## config.mk

```make
export PLATFORM = sky130hd
export DESIGN_NAME = case_folded_hash_target_match_unit
export DESIGN_NICKNAME = d
export VERILOG_FILES = /design/src/hw/rtl/cfhtm_pkg.sv /design/src/hw/rtl/cfhtm_ram.sv /design/src/hw/rtl/cfhtm_front.sv /design/src/hw/rtl/cfhtm_fifo.sv /design/src/hw/rtl/cfhtm_back.sv /design/src/hw/rtl/case_folded_hash_target_match_unit.sv
export SDC_FILE = /design/constraint.sdc
export NUM_CORES = 2
export LEC_CHECK = 0
export ABC_AREA = 1
export BUFFER_PORTS_ARGS = -buffer_cell sky130_fd_sc_hd__buf_4
export CORE_MARGIN = 10
export CORE_UTILIZATION = 25
export DETAILED_ROUTE_END_ITERATION = 7
export PLACE_DENSITY = 0.48
export SYNTH_ARGS = -nofsm -noshare
export SYNTH_HDL_FRONTEND = slang
export SYNTH_HIERARCHICAL = 1
export SYNTH_SLANG_ARGS = --single-unit
```

## constraint.sdc

```tcl
create_clock -name clk -period 5.5 [get_ports clk]
set_input_delay 0.55 -clock clk [delete_from_list [all_inputs] [get_ports clk]]
set_output_delay 0.55 -clock clk [all_outputs]
set_load 0.05 [all_outputs]
```

## src/hw/rtl/cfhtm_pkg.sv

```systemverilog
// Shared types, constants and hash helpers for the case-folded hash target matcher.
`default_nettype none

package cfhtm_pkg;

  // Target table geometry.
  localparam int MAX_TARGETS = 64;
  localparam int IDX_W       = (MAX_TARGETS > 1) ? $clog2(MAX_TARGETS) : 1;
  localparam int CNT_W       = $clog2(MAX_TARGETS + 1);

  // Command queue between the front and back ends.
  localparam int QDEPTH  = 2;
  localparam int QPTR_W  = (QDEPTH > 1) ? $clog2(QDEPTH) : 1;
  localparam int QCNT_W  = $clog2(QDEPTH + 1);

  // Field widths of the stream payloads.
  localparam int HASH_W   = 32;
  localparam int MCOUNT_W = 7;
  localparam int FIRST_W  = 6;
  localparam int TOTAL_W  = 16;

  // Input transaction modes.
  localparam logic [1:0] MODE_CLEAR = 2'd0;
  localparam logic [1:0] MODE_LOAD  = 2'd1;
  localparam logic [1:0] MODE_CHAR  = 2'd2;

  // Character constants.
  localparam logic [7:0] CHAR_UPPER_A = 8'h41;
  localparam logic [7:0] CHAR_UPPER_Z = 8'h5a;
  localparam logic [7:0] CHAR_LF      = 8'h0a;
  localparam logic [7:0] CASE_OFFSET  = 8'd32;

  // Commands handed from the front end to the back end.
  typedef enum logic [1:0] {
    CMD_CLEAR = 2'd0,
    CMD_LOAD  = 2'd1,
    CMD_WORD  = 2'd2
  } cmd_kind_t;

  typedef struct packed {
    cmd_kind_t           kind;
    logic [HASH_W-1:0]   value;  // target hash for a load, final hash for a word
  } cmd_t;

  // Fold uppercase to lowercase and sign-extend high bytes.
  function automatic logic [HASH_W-1:0] fold_char(input logic [7:0] b);
    logic [HASH_W-1:0] c;
    if (b >= CHAR_UPPER_A && b <= CHAR_UPPER_Z) begin
      c = {{(HASH_W-8){1'b0}}, b + CASE_OFFSET};
    end else begin
      c = {{(HASH_W-8){b[7]}}, b};
    end
    return c;
  endfunction

  // One sdbm step: h * 65599 + c, written as shifts and adds.
  function automatic logic [HASH_W-1:0] sdbm_step(input logic [HASH_W-1:0] h,
                                                  input logic [HASH_W-1:0] c);
    return (h << 16) + (h << 6) - h + c;
  endfunction

endpackage

`default_nettype wire

```

## src/hw/rtl/cfhtm_ram.sv

```systemverilog
// Generic single-port-write, single-port-read RAM with a registered read.
`default_nettype none

module cfhtm_ram #(
  parameter int WIDTH = 32,
  parameter int DEPTH = 64
) (
  input  wire logic                              clk,
  input  wire logic                              we,
  input  wire logic [$clog2(DEPTH)-1:0]          waddr,
  input  wire logic [WIDTH-1:0]                  wdata,
  input  wire logic                              re,
  input  wire logic [$clog2(DEPTH)-1:0]          raddr,
  output logic      [WIDTH-1:0]                  rdata
);

  logic [WIDTH-1:0] mem [DEPTH];

  // Write port.
  always_ff @(posedge clk) begin
    if (we) begin
      mem[waddr] <= wdata;
    end
  end

  // Registered read port.
  always_ff @(posedge clk) begin
    if (re) begin
      rdata <= mem[raddr];
    end
  end

endmodule

`default_nettype wire

```

## src/hw/rtl/cfhtm_front.sv

```systemverilog
// Front end: accepts input transactions, keeps the running word hash, issues commands.
`default_nettype none

module cfhtm_front (
  input  wire logic              clk,
  input  wire logic              rst,
  input  wire logic              in_valid,
  output logic                   in_ready,
  input  wire logic [1:0]        mode,
  input  wire logic [7:0]        char_byte,
  input  wire logic              word_end,
  input  wire logic [31:0]       target_value,
  output logic                   push,
  output cfhtm_pkg::cmd_t        push_cmd,
  input  wire logic              q_full
);

  logic                          accept;
  logic [cfhtm_pkg::HASH_W-1:0]  hash_accum;
  logic [cfhtm_pkg::HASH_W-1:0]  hash_accum_next;
  logic [cfhtm_pkg::HASH_W-1:0]  hash_upd;
  logic                          skip_lf;

  assign in_ready = !q_full;
  assign accept   = in_valid && in_ready;

  // A line feed on the last character of a word is stripped rather than hashed.
  assign skip_lf  = word_end && (char_byte == cfhtm_pkg::CHAR_LF);
  assign hash_upd = skip_lf ? hash_accum
                            : cfhtm_pkg::sdbm_step(hash_accum, cfhtm_pkg::fold_char(char_byte));

  // Classify the transaction into a command and the next hash value.
  always_comb begin
    push            = 1'b0;
    push_cmd.kind   = cfhtm_pkg::CMD_CLEAR;
    push_cmd.value  = target_value;
    hash_accum_next = hash_accum;
    if (accept) begin
      unique case (mode)
        cfhtm_pkg::MODE_CLEAR: begin
          push            = 1'b1;
          push_cmd.kind   = cfhtm_pkg::CMD_CLEAR;
          hash_accum_next = '0;
        end
        cfhtm_pkg::MODE_LOAD: begin
          push          = 1'b1;
          push_cmd.kind = cfhtm_pkg::CMD_LOAD;
        end
        cfhtm_pkg::MODE_CHAR: begin
          if (word_end) begin
            push            = 1'b1;
            push_cmd.kind   = cfhtm_pkg::CMD_WORD;
            push_cmd.value  = hash_upd;
            hash_accum_next = '0;
          end else begin
            hash_accum_next = hash_upd;
          end
        end
        default: begin
          hash_accum_next = hash_accum;
        end
      endcase
    end
  end

  // Running hash register.
  always_ff @(posedge clk) begin
    if (rst) begin
      hash_accum <= '0;
    end else begin
      hash_accum <= hash_accum_next;
    end
  end

endmodule

`default_nettype wire

```

## src/hw/rtl/cfhtm_fifo.sv

```systemverilog
// Short command queue between the front end and the back end.
`default_nettype none

module cfhtm_fifo (
  input  wire logic             clk,
  input  wire logic             rst,
  input  wire logic             push,
  input  wire cfhtm_pkg::cmd_t  push_cmd,
  output logic                  full,
  input  wire logic             pop,
  output cfhtm_pkg::cmd_t       head_cmd,
  output logic                  not_empty
);

  cfhtm_pkg::cmd_t                 slots [cfhtm_pkg::QDEPTH];
  logic [cfhtm_pkg::QPTR_W-1:0]    wr_ptr;
  logic [cfhtm_pkg::QPTR_W-1:0]    rd_ptr;
  logic [cfhtm_pkg::QCNT_W-1:0]    fill;

  assign full      = (fill == cfhtm_pkg::QCNT_W'(cfhtm_pkg::QDEPTH));
  assign not_empty = (fill != '0);
  assign head_cmd  = slots[rd_ptr];

  // Pointer advance with wrap at the queue depth.
  function automatic logic [cfhtm_pkg::QPTR_W-1:0] bump(input logic [cfhtm_pkg::QPTR_W-1:0] p);
    return (p == cfhtm_pkg::QPTR_W'(cfhtm_pkg::QDEPTH - 1)) ? '0 : p + 1'b1;
  endfunction

  // Storage slots.
  always_ff @(posedge clk) begin
    if (push) begin
      slots[wr_ptr] <= push_cmd;
    end
  end

  // Pointers and fill level.
  always_ff @(posedge clk) begin
    if (rst) begin
      wr_ptr <= '0;
      rd_ptr <= '0;
      fill   <= '0;
    end else begin
      if (push) begin
        wr_ptr <= bump(wr_ptr);
      end
      if (pop) begin
        rd_ptr <= bump(rd_ptr);
      end
      if (push && !pop) begin
        fill <= fill + 1'b1;
      end else if (pop && !push) begin
        fill <= fill - 1'b1;
      end
    end
  end

endmodule

`default_nettype wire

```

## src/hw/rtl/cfhtm_back.sv

```systemverilog
// Back end: owns the target table, scans it for each word and drives the result register.
`default_nettype none

module cfhtm_back (
  input  wire logic                              clk,
  input  wire logic                              rst,
  input  wire logic                              q_valid,
  input  wire cfhtm_pkg::cmd_t                   q_cmd,
  output logic                                   q_pop,
  output logic                                   out_valid,
  input  wire logic                              out_ready,
  output logic [cfhtm_pkg::HASH_W-1:0]           out_hash,
  output logic [cfhtm_pkg::MCOUNT_W-1:0]         out_mcount,
  output logic [cfhtm_pkg::FIRST_W-1:0]          out_first,
  output logic                                   out_any,
  output logic [cfhtm_pkg::TOTAL_W-1:0]          out_total,
  output logic                                   out_all,
  output logic                                   out_coll
);

  typedef enum logic [2:0] {
    S_IDLE = 3'b001,
    S_SCAN = 3'b010,
    S_FIN  = 3'b100
  } state_t;

  state_t                          state, state_next;
  logic [cfhtm_pkg::CNT_W-1:0]     tcount, tcount_next;
  logic [cfhtm_pkg::TOTAL_W-1:0]   total, total_next;
  logic [cfhtm_pkg::HASH_W-1:0]    hash, hash_next;
  logic [cfhtm_pkg::CNT_W-1:0]     issue_cnt, issue_cnt_next;
  logic [cfhtm_pkg::IDX_W-1:0]     cmp_idx, cmp_idx_next;
  logic [cfhtm_pkg::CNT_W-1:0]     mcnt, mcnt_next;
  logic [cfhtm_pkg::IDX_W-1:0]     first, first_next;

  logic                            ram_we;
  logic                            ram_re;
  logic [cfhtm_pkg::IDX_W-1:0]     ram_raddr;
  logic [cfhtm_pkg::HASH_W-1:0]    ram_rdata;
  logic                            hit;
  logic                            last;
  logic                            has_room;
  logic                            out_load;
  logic [cfhtm_pkg::TOTAL_W:0]     total_sum;
  logic [cfhtm_pkg::TOTAL_W-1:0]   total_sat;

  assign has_room = (tcount < cfhtm_pkg::CNT_W'(cfhtm_pkg::MAX_TARGETS));
  assign q_pop    = (state == S_IDLE) && q_valid;
  assign ram_we   = q_pop && (q_cmd.kind == cfhtm_pkg::CMD_LOAD) && has_room;

  // Reads run one entry ahead of the compare.
  assign ram_re    = (q_pop && (q_cmd.kind == cfhtm_pkg::CMD_WORD))
                  || ((state == S_SCAN) && (issue_cnt < tcount));
  assign ram_raddr = (state == S_IDLE) ? '0 : issue_cnt[cfhtm_pkg::IDX_W-1:0];

  cfhtm_ram #(
    .WIDTH (cfhtm_pkg::HASH_W),
    .DEPTH (cfhtm_pkg::MAX_TARGETS)
  ) u_table (
    .clk   (clk),
    .we    (ram_we),
    .waddr (tcount[cfhtm_pkg::IDX_W-1:0]),
    .wdata (q_cmd.value),
    .re    (ram_re),
    .raddr (ram_raddr),
    .rdata (ram_rdata)
  );

  assign hit  = (ram_rdata == hash);
  assign last = (cfhtm_pkg::CNT_W'(cmp_idx) == (tcount - 1'b1));

  // Saturating running total for the word being finished.
  assign total_sum = {1'b0, total} + (cfhtm_pkg::TOTAL_W + 1)'(mcnt);
  assign total_sat = total_sum[cfhtm_pkg::TOTAL_W] ? '1 : total_sum[cfhtm_pkg::TOTAL_W-1:0];
  assign out_load  = (state == S_FIN) && (!out_valid || out_ready);

  // Command sequencing and table scan.
  always_comb begin
    state_next     = state;
    tcount_next    = tcount;
    total_next     = total;
    hash_next      = hash;
    issue_cnt_next = issue_cnt;
    cmp_idx_next   = cmp_idx;
    mcnt_next      = mcnt;
    first_next     = first;
    unique case (state)
      S_IDLE: begin
        if (q_valid) begin
          unique case (q_cmd.kind)
            cfhtm_pkg::CMD_CLEAR: begin
              tcount_next = '0;
              total_next  = '0;
            end
            cfhtm_pkg::CMD_LOAD: begin
              if (has_room) begin
                tcount_next = tcount + 1'b1;
              end
            end
            cfhtm_pkg::CMD_WORD: begin
              hash_next      = q_cmd.value;
              issue_cnt_next = cfhtm_pkg::CNT_W'(1);
              cmp_idx_next   = '0;
              mcnt_next      = '0;
              first_next     = '0;
              state_next     = (tcount == '0) ? S_FIN : S_SCAN;
            end
            default: begin
              state_next = S_IDLE;
            end
          endcase
        end
      end
      S_SCAN: begin
        if (hit) begin
          mcnt_next = mcnt + 1'b1;
          if (mcnt == '0) begin
            first_next = cmp_idx;
          end
        end
        if (issue_cnt < tcount) begin
          issue_cnt_next = issue_cnt + 1'b1;
        end
        cmp_idx_next = cmp_idx + 1'b1;
        if (last) begin
          state_next = S_FIN;
        end
      end
      S_FIN: begin
        if (out_load) begin
          total_next = total_sat;
          state_next = S_IDLE;
        end
      end
      default: begin
        state_next = S_IDLE;
      end
    endcase
  end

  // Control registers.
  always_ff @(posedge clk) begin
    if (rst) begin
      state  <= S_IDLE;
      tcount <= '0;
      total  <= '0;
    end else begin
      state  <= state_next;
      tcount <= tcount_next;
      total  <= total_next;
    end
  end

  // Scan working registers.
  always_ff @(posedge clk) begin
    hash      <= hash_next;
    issue_cnt <= issue_cnt_next;
    cmp_idx   <= cmp_idx_next;
    mcnt      <= mcnt_next;
    first     <= first_next;
  end

  // Result register: holds a finished result while the next word is scanned.
  always_ff @(posedge clk) begin
    if (rst) begin
      out_valid <= 1'b0;
    end else if (out_load) begin
      out_valid <= 1'b1;
    end else if (out_ready) begin
      out_valid <= 1'b0;
    end
  end

  always_ff @(posedge clk) begin
    if (out_load) begin
      out_hash   <= hash;
      out_mcount <= cfhtm_pkg::MCOUNT_W'(mcnt);
      out_first  <= cfhtm_pkg::FIRST_W'(first);
      out_any    <= (mcnt != '0);
      out_total  <= total_sat;
      out_all    <= (total_sat == cfhtm_pkg::TOTAL_W'(tcount));
      out_coll   <= (total_sat > cfhtm_pkg::TOTAL_W'(tcount));
    end
  end

endmodule

`default_nettype wire

```

## src/hw/rtl/case_folded_hash_target_match_unit.sv

```systemverilog
// Top level of the case-folded sdbm hash matcher: front end, command queue, back end.
// Throughput: one input transaction per cycle while the command queue has room.
// The back end takes a clear or load in its idle state; a word runs a table scan
// that reads one RAM entry per cycle.
// Synchronous active-high reset empties the queue, zeroes the hash, count and total.
`default_nettype none

module case_folded_hash_target_match_unit (
  input  wire logic        clk,
  input  wire logic        rst,
  input  wire logic        s_axis_tvalid,
  output logic             s_axis_tready,
  input  wire logic [39:0] s_axis_tdata,   // char_byte[7:0], target_value[39:8]
  input  wire logic        s_axis_tlast,   // word_end
  input  wire logic [1:0]  s_axis_tuser,   // mode[1:0]
  output logic             m_axis_tvalid,
  input  wire logic        m_axis_tready,
  output logic [63:0]      m_axis_tdata    // word_hash[31:0], match_count[38:32],
                                           // first_match_res[44:39], any_match[45],
                                           // total_found[61:46], all_found[62],
                                           // collision[63]
);

  logic             push;
  cfhtm_pkg::cmd_t  push_cmd;
  logic             q_full;
  logic             q_pop;
  cfhtm_pkg::cmd_t  q_cmd;
  logic             q_valid;

  logic [cfhtm_pkg::HASH_W-1:0]    word_hash;
  logic [cfhtm_pkg::MCOUNT_W-1:0]  match_count;
  logic [cfhtm_pkg::FIRST_W-1:0]   first_match_res;
  logic                            any_match;
  logic [cfhtm_pkg::TOTAL_W-1:0]   total_found;
  logic                            all_found;
  logic                            collision;

  // Front end: classify and hash.
  cfhtm_front u_front (
    .clk          (clk),
    .rst          (rst),
    .in_valid     (s_axis_tvalid),
    .in_ready     (s_axis_tready),
    .mode         (s_axis_tuser),
    .char_byte    (s_axis_tdata[7:0]),
    .word_end     (s_axis_tlast),
    .target_value (s_axis_tdata[39:8]),
    .push         (push),
    .push_cmd     (push_cmd),
    .q_full       (q_full)
  );

  // Command queue.
  cfhtm_fifo u_queue (
    .clk       (clk),
    .rst       (rst),
    .push      (push),
    .push_cmd  (push_cmd),
    .full      (q_full),
    .pop       (q_pop),
    .head_cmd  (q_cmd),
    .not_empty (q_valid)
  );

  // Back end: table and matching.
  cfhtm_back u_back (
    .clk        (clk),
    .rst        (rst),
    .q_valid    (q_valid),
    .q_cmd      (q_cmd),
    .q_pop      (q_pop),
    .out_valid  (m_axis_tvalid),
    .out_ready  (m_axis_tready),
    .out_hash   (word_hash),
    .out_mcount (match_count),
    .out_first  (first_match_res),
    .out_any    (any_match),
    .out_total  (total_found),
    .out_all    (all_found),
    .out_coll   (collision)
  );

  // Pack the result fields, highest field first.
  assign m_axis_tdata = {collision, all_found, total_found, any_match,
                         first_match_res, match_count, word_hash};

endmodule

`default_nettype wire

```

==> results by stage <==
Logic synthesis:
- The count of cell types in the netlist is between 50 and 60.
- In the post-synthesis netlist, the biggest area contributors are sky130_fd_sc_hd__edfxtp_1 69%, sky130_fd_sc_hd__nand2_1 10%, sky130_fd_sc_hd__nand3_1 10%, sky130_fd_sc_hd__buf_2 1.5%, sky130_fd_sc_hd__dfxtp_1 1.3%.
- The number of flip-flops and latches in the synthesized netlist is roughly 2.3k.
- The number of nets in the synthesized netlist is between 8k and 9k.
- The synthesized area per cell is around 11 um2.
- The number of flops mapped to enable cells by yosys is approximately 2.3k.
- The proportion of register bits with asynchronous set or reset after synthesis is 0%.
- The flip-flop cell with the highest count after synthesis is sky130_fd_sc_hd__edfxtp_1.
- The count of warnings emitted by yosys is 6.
- The leading area contributor after synthesis is sky130_fd_sc_hd__edfxtp_1.
- The fraction of post-synthesis cell area in the top cell type by area is between 60 and 70%.
- In the synthesized netlist, the number of instances is 8606.
- The netlist area before placement is 99000 um2.
- Of the synthesized area, sequential elements account for between 70% and 80%.

Timing:
- At the pin with the least slew margin, the transition time is approximately 1.4 ns.
- Setup violations remaining at the end of the flow were counted as 0.
- On the final layout, the worst hold slack is ~0.057 ns.
- The post-route setup TNS is 0 ns.
- The worst path needs ~4.2 ns of the cycle, external delays included.
- Clock skew on the completed layout was measured at between 0.1 and 0.15 ns.
- The final hold violation count is 0.
- The final critical-path share of the clock period is roughly 76%.
- The count of pins over their slew limit was 0.
- Measured against its own limit, the worst slew margin works out to between 5 and 6%.
- The highest clock frequency the design can meet is roughly 240 MHz.
- Setup repair after global routing left no endpoint under its margin.

Global routing:
- The combined global-route utilization of all metal layers is between 10% and 20%.
- The number of global-route vias before repair is approximately 64k.
- The initial antenna violation count was 24.
- The maximum number of pins on one net before global-route repair is ~190.
- The first global-routing pass estimated about 460 mm of wire.
- The leftover overflow at the end of global routing is 0.

Clock network:
- The clock tree from TritonCTS is built.
- Buffers inserted during clock tree synthesis total about 250.
- After clock tree synthesis, the setup repair step added 0 buffers.
- The longest clock path from root to sink contains 4 buffers.
- The H-tree was split into 4 levels.
- The latest clock arrival within the worst-skew pair is 0.93 ns.
- The clock transition time at the flip-flop clock pins of the worst setup and hold paths is ~0.07 ns.
- In this run the clock root is driven by a sky130_fd_sc_hd__clkbuf_16.
- The number of clock sinks is 2334.

Power:
- Dividing total power by cell area gives a power density of roughly 470 nW/um2.
- The maximum vdd ir drop is approximately 0.40 mV.
- Per report_power, the combinational group accounts for approximately 29% of the total.
- The fraction of power spent switching nets is a little over a third.
- The power share of the sequential group is between 30 and 40%.
- The clock network fraction of total power is a little under a third.
- The leakage power is 40.3 nW.
- The total net switching power is approximately 19 mW.
- The internal power of the cells totals around 35 mW.

Setup path:
- The capture instance of the worst register-to-register path is u_back/u_table/rdata[23].
- Setup slack on the worst reg-to-reg path comes out at ~1.3 ns.
- The worst register-to-register path begins at u_back/state[1].
- The worst setup path is launched from a flop.
- The depth of the most critical reg-to-reg path is 14.
- Along the worst path, the maximum fanout reaches between 150 and 200.
- By startpoint and endpoint, the worst setup path is classified as reg2reg.
- The capturing element type of the critical path is a flop.
- Data on the critical path is required at its endpoint by roughly 6 ns.
- The first element of the critical path is u_back/state[1].
- For the worst setup path, the data arrival time is a little under 5 ns.

Cells and area:
- The area taken by flip-flops and latches is 69400 um2.
- The area added between synthesis and finish is 15.5%.
- After the last flow step, the layout net total stands at 8834.
- The library cells used most frequently in the layout, excluding fill and tap cells, are 2732 x sky130_fd_sc_hd__nand2_1, 2270 x sky130_fd_sc_hd__edfxtp_1, 2001 x sky130_fd_sc_hd__nand3_1, 316 x sky130_fd_sc_hd__inv_1, 251 x sky130_fd_sc_hd__clkbuf_16.
- The ratio of cells with drive above 1 in the final layout is 9.33%.
- In the final layout, the multi-input gates occupy roughly 26000 um2.
- The final-layout fill cell count is 40.1k.
- The most common library cell in the layout ignoring fill and taps is sky130_fd_sc_hd__nand2_1.

Status:
- The run finished with clean final reports.

Floorplanning:
- After floorplanning, the core was sized to cover 393000 um2.
- The total I/O pin count is 113.
- The placement row count is between 200 and 250.
- The total die area is around 420000 um2.
- Once the floorplan was initialized, standard cells occupied around a quarter of the core.
- The die extent in x is 649 um.
- The height of the chip is ~650 um.

Min path:
- The worst hold path begins at s_axis_tdata[36].
- The tightest min-delay check is of the in2reg type.
- The worst hold path was traced through 3 stages.
- The destination of the worst hold path is u_queue/slots[1][28].

Drt:
- The routed layout has 66.5k vias.
- The post-route antenna net violation count is 0.
- After detailed routing, the total wire length is 319 mm.
- The final routed wire length divided by cell count is approximately 23 um.
- The vias per cell is 4.72.
- The number of design-rule violations left by the first detailed-router iteration is approximately 7k.
- For this run, design rule violations remaining after detail routing come to 0.
- For this run, the detailed router's first-pass iteration total came to 6.

Placement:
- The number of port buffers is 112.
- The HPWL reported at the end of detailed placement is 181 mm.
- Routability-driven placement finished with a final weighted congestion of approximately 0.83.

Flow run:
- Across the run, the number of max-cap violations was 0.
[how the worst max path moves through the flow]
stage,to,slack [ns],cells after the start
after floorplan,u_back/u_table/mem[48][0],0.15,9
after global placement,u_queue/slots[0][25],1.12,22
after detailed placement,u_queue/slots[0][25],1.30,22
after CTS,u_back/u_table/mem[32][25],1.50,10
after global routing,u_back/u_table/mem[32][25],1.34,10
final,u_back/u_table/rdata[23],1.33,14
[stage by stage]
step / area (um2) / setup slack (ns) / total power [mW] / cells / util (%)
6_report: 114000 / 1.33 / 53.6 / 14100 / 29.1
5_1_grt: 114000 / 1.34 / 56.2 / 14100 / 29.1
4_1_cts: 114000 / 1.50 / 54.0 / 14100 / 29.1
3_5_place_dp: 106000 / 1.30 / 37.1 / 13600 / 27.0
3_3_place_gp: 106000 / 1.12 / 37.0 / 13600 / 27.0
2_1_floorplan: 99000 / 0.150 / 31.1 / 8606 / -
[routing by layer]
layer,track usage [%],wire length [um],vias up
li1,-,-,30300
met1,20.6,143000,33600
met2,23.1,146000,2291
met3,2.03,22000,373
met4,3.76,8080,4
met5,0,32,-
[flip-flops by register name, summed over array words and instances (netlist names), 16 cells and up, named ones only]
signal,count
u_back/u_table/rdata,32
u_back/out_hash,32
u_back/out_total,16
u_back/hash,32
u_front/hash_accum,32
u_queue/slots,68
u_back/total,16
u_back/u_table/mem,2048
[Yosys cell counts, types with 3 or more instances]
master                        n
sky130_fd_sc_hd__o21bai_1     5
sky130_fd_sc_hd__edfxtp_1  2270
sky130_fd_sc_hd__a21oi_1    100
sky130_fd_sc_hd__buf_4       50
sky130_fd_sc_hd__nand2_1   2732
sky130_fd_sc_hd__and2_1       5
sky130_fd_sc_hd__inv_1      323
sky130_fd_sc_hd__mux2_4      30
sky130_fd_sc_hd__nand3_4      3
sky130_fd_sc_hd__or2_2       12
sky130_fd_sc_hd__inv_2        6
sky130_fd_sc_hd__o211ai_1     5
sky130_fd_sc_hd__nand4_1     26
sky130_fd_sc_hd__nor4_1      11
sky130_fd_sc_hd__nor2_1     188
sky130_fd_sc_hd__xor2_1      20
sky130_fd_sc_hd__mux2i_1      3
sky130_fd_sc_hd__nor2_4       3
sky130_fd_sc_hd__clkbuf_1    94
sky130_fd_sc_hd__a211oi_1     4
sky130_fd_sc_hd__nor3_1      18
sky130_fd_sc_hd__buf_6        5
sky130_fd_sc_hd__nor3_2       5
sky130_fd_sc_hd__xnor2_1     35
sky130_fd_sc_hd__nor3b_1      3
sky130_fd_sc_hd__buf_2      291
sky130_fd_sc_hd__fa_1        33
sky130_fd_sc_hd__a21o_1      11
sky130_fd_sc_hd__nand3_2     13
sky130_fd_sc_hd__mux2_2       4
sky130_fd_sc_hd__buf_12       3
sky130_fd_sc_hd__nand3b_1     3
sky130_fd_sc_hd__o21ai_0     37
sky130_fd_sc_hd__a21oi_2      3
sky130_fd_sc_hd__nor2_2      10
sky130_fd_sc_hd__nand2_2     12
sky130_fd_sc_hd__ha_1        92
sky130_fd_sc_hd__buf_1       41
sky130_fd_sc_hd__dfxtp_1     64
sky130_fd_sc_hd__o21ai_1     11
sky130_fd_sc_hd__nand3_1   2001
[logic make-up (layout without fill, tap and decap cells)]
| family | after synthesis | after routing | synth area share (%) |
|---|---|---|---|
| flip-flops | 2334 | 2334 | 70.2 |
| buffers and inverters | 817 | 1076 | 3.77 |
| XOR/XNOR | 55 | 55 | 0.487 |
| multiplexers | 37 | 37 | 0.531 |
| adder cells (fa/ha/maj) | 125 | 125 | 1.83 |
| other | 0 | 12 | 0 |
| AO/OA/AOI/OAI | 186 | 186 | 1.06 |
| AND/OR/NAND/NOR | 5052 | 5052 | 22.1 |
[layout make-up]
type	count	area share, %
antenna	12	0.0263
tap	5220	5.71
sequential	2334	60.7
timing repair buffer	293	2.33
inverter	330	1.14
multi-input combinational	5455	23.0
clock buffer	301	5.69
clock inverter	152	1.35
[timing repair]
action                    4_1_cts  5_1_grt
resized for setup               0        0
hold buffers                   10        0
hold endpoints to repair       19        0
[worst max-delay path, cell delays in order (launching register included)]
cell	delay, ns
sky130_fd_sc_hd__dfxtp_1	0.35
sky130_fd_sc_hd__inv_1	0.09
sky130_fd_sc_hd__nand3_4	0.14
sky130_fd_sc_hd__nand2_1	0.16
sky130_fd_sc_hd__inv_8	0.40
sky130_fd_sc_hd__inv_16	0.24
sky130_fd_sc_hd__buf_12	0.59
sky130_fd_sc_hd__nand2_1	0.11
sky130_fd_sc_hd__nand3_1	0.08
sky130_fd_sc_hd__nand3_1	0.11
sky130_fd_sc_hd__nand3_1	0.22
sky130_fd_sc_hd__nand3_1	0.41
sky130_fd_sc_hd__nand2_1	0.27
sky130_fd_sc_hd__nand2_1	0.11
sky130_fd_sc_hd__nand2_1	0.05
[power by group through the flow]
stage / logic, mW / clock network (mW) / registers [mW]
finish: 15.6 / 16.8 / 21.2
detailed placement: 15.6 / 0 / 21.5
global placement: 15.5 / 0 / 21.5
floorplan: 9.69 / 0 / 21.4
CTS: 15.7 / 17.2 / 21.2
global route: 17.1 / 17.9 / 21.2
Power figures use the tool's default switching activity.
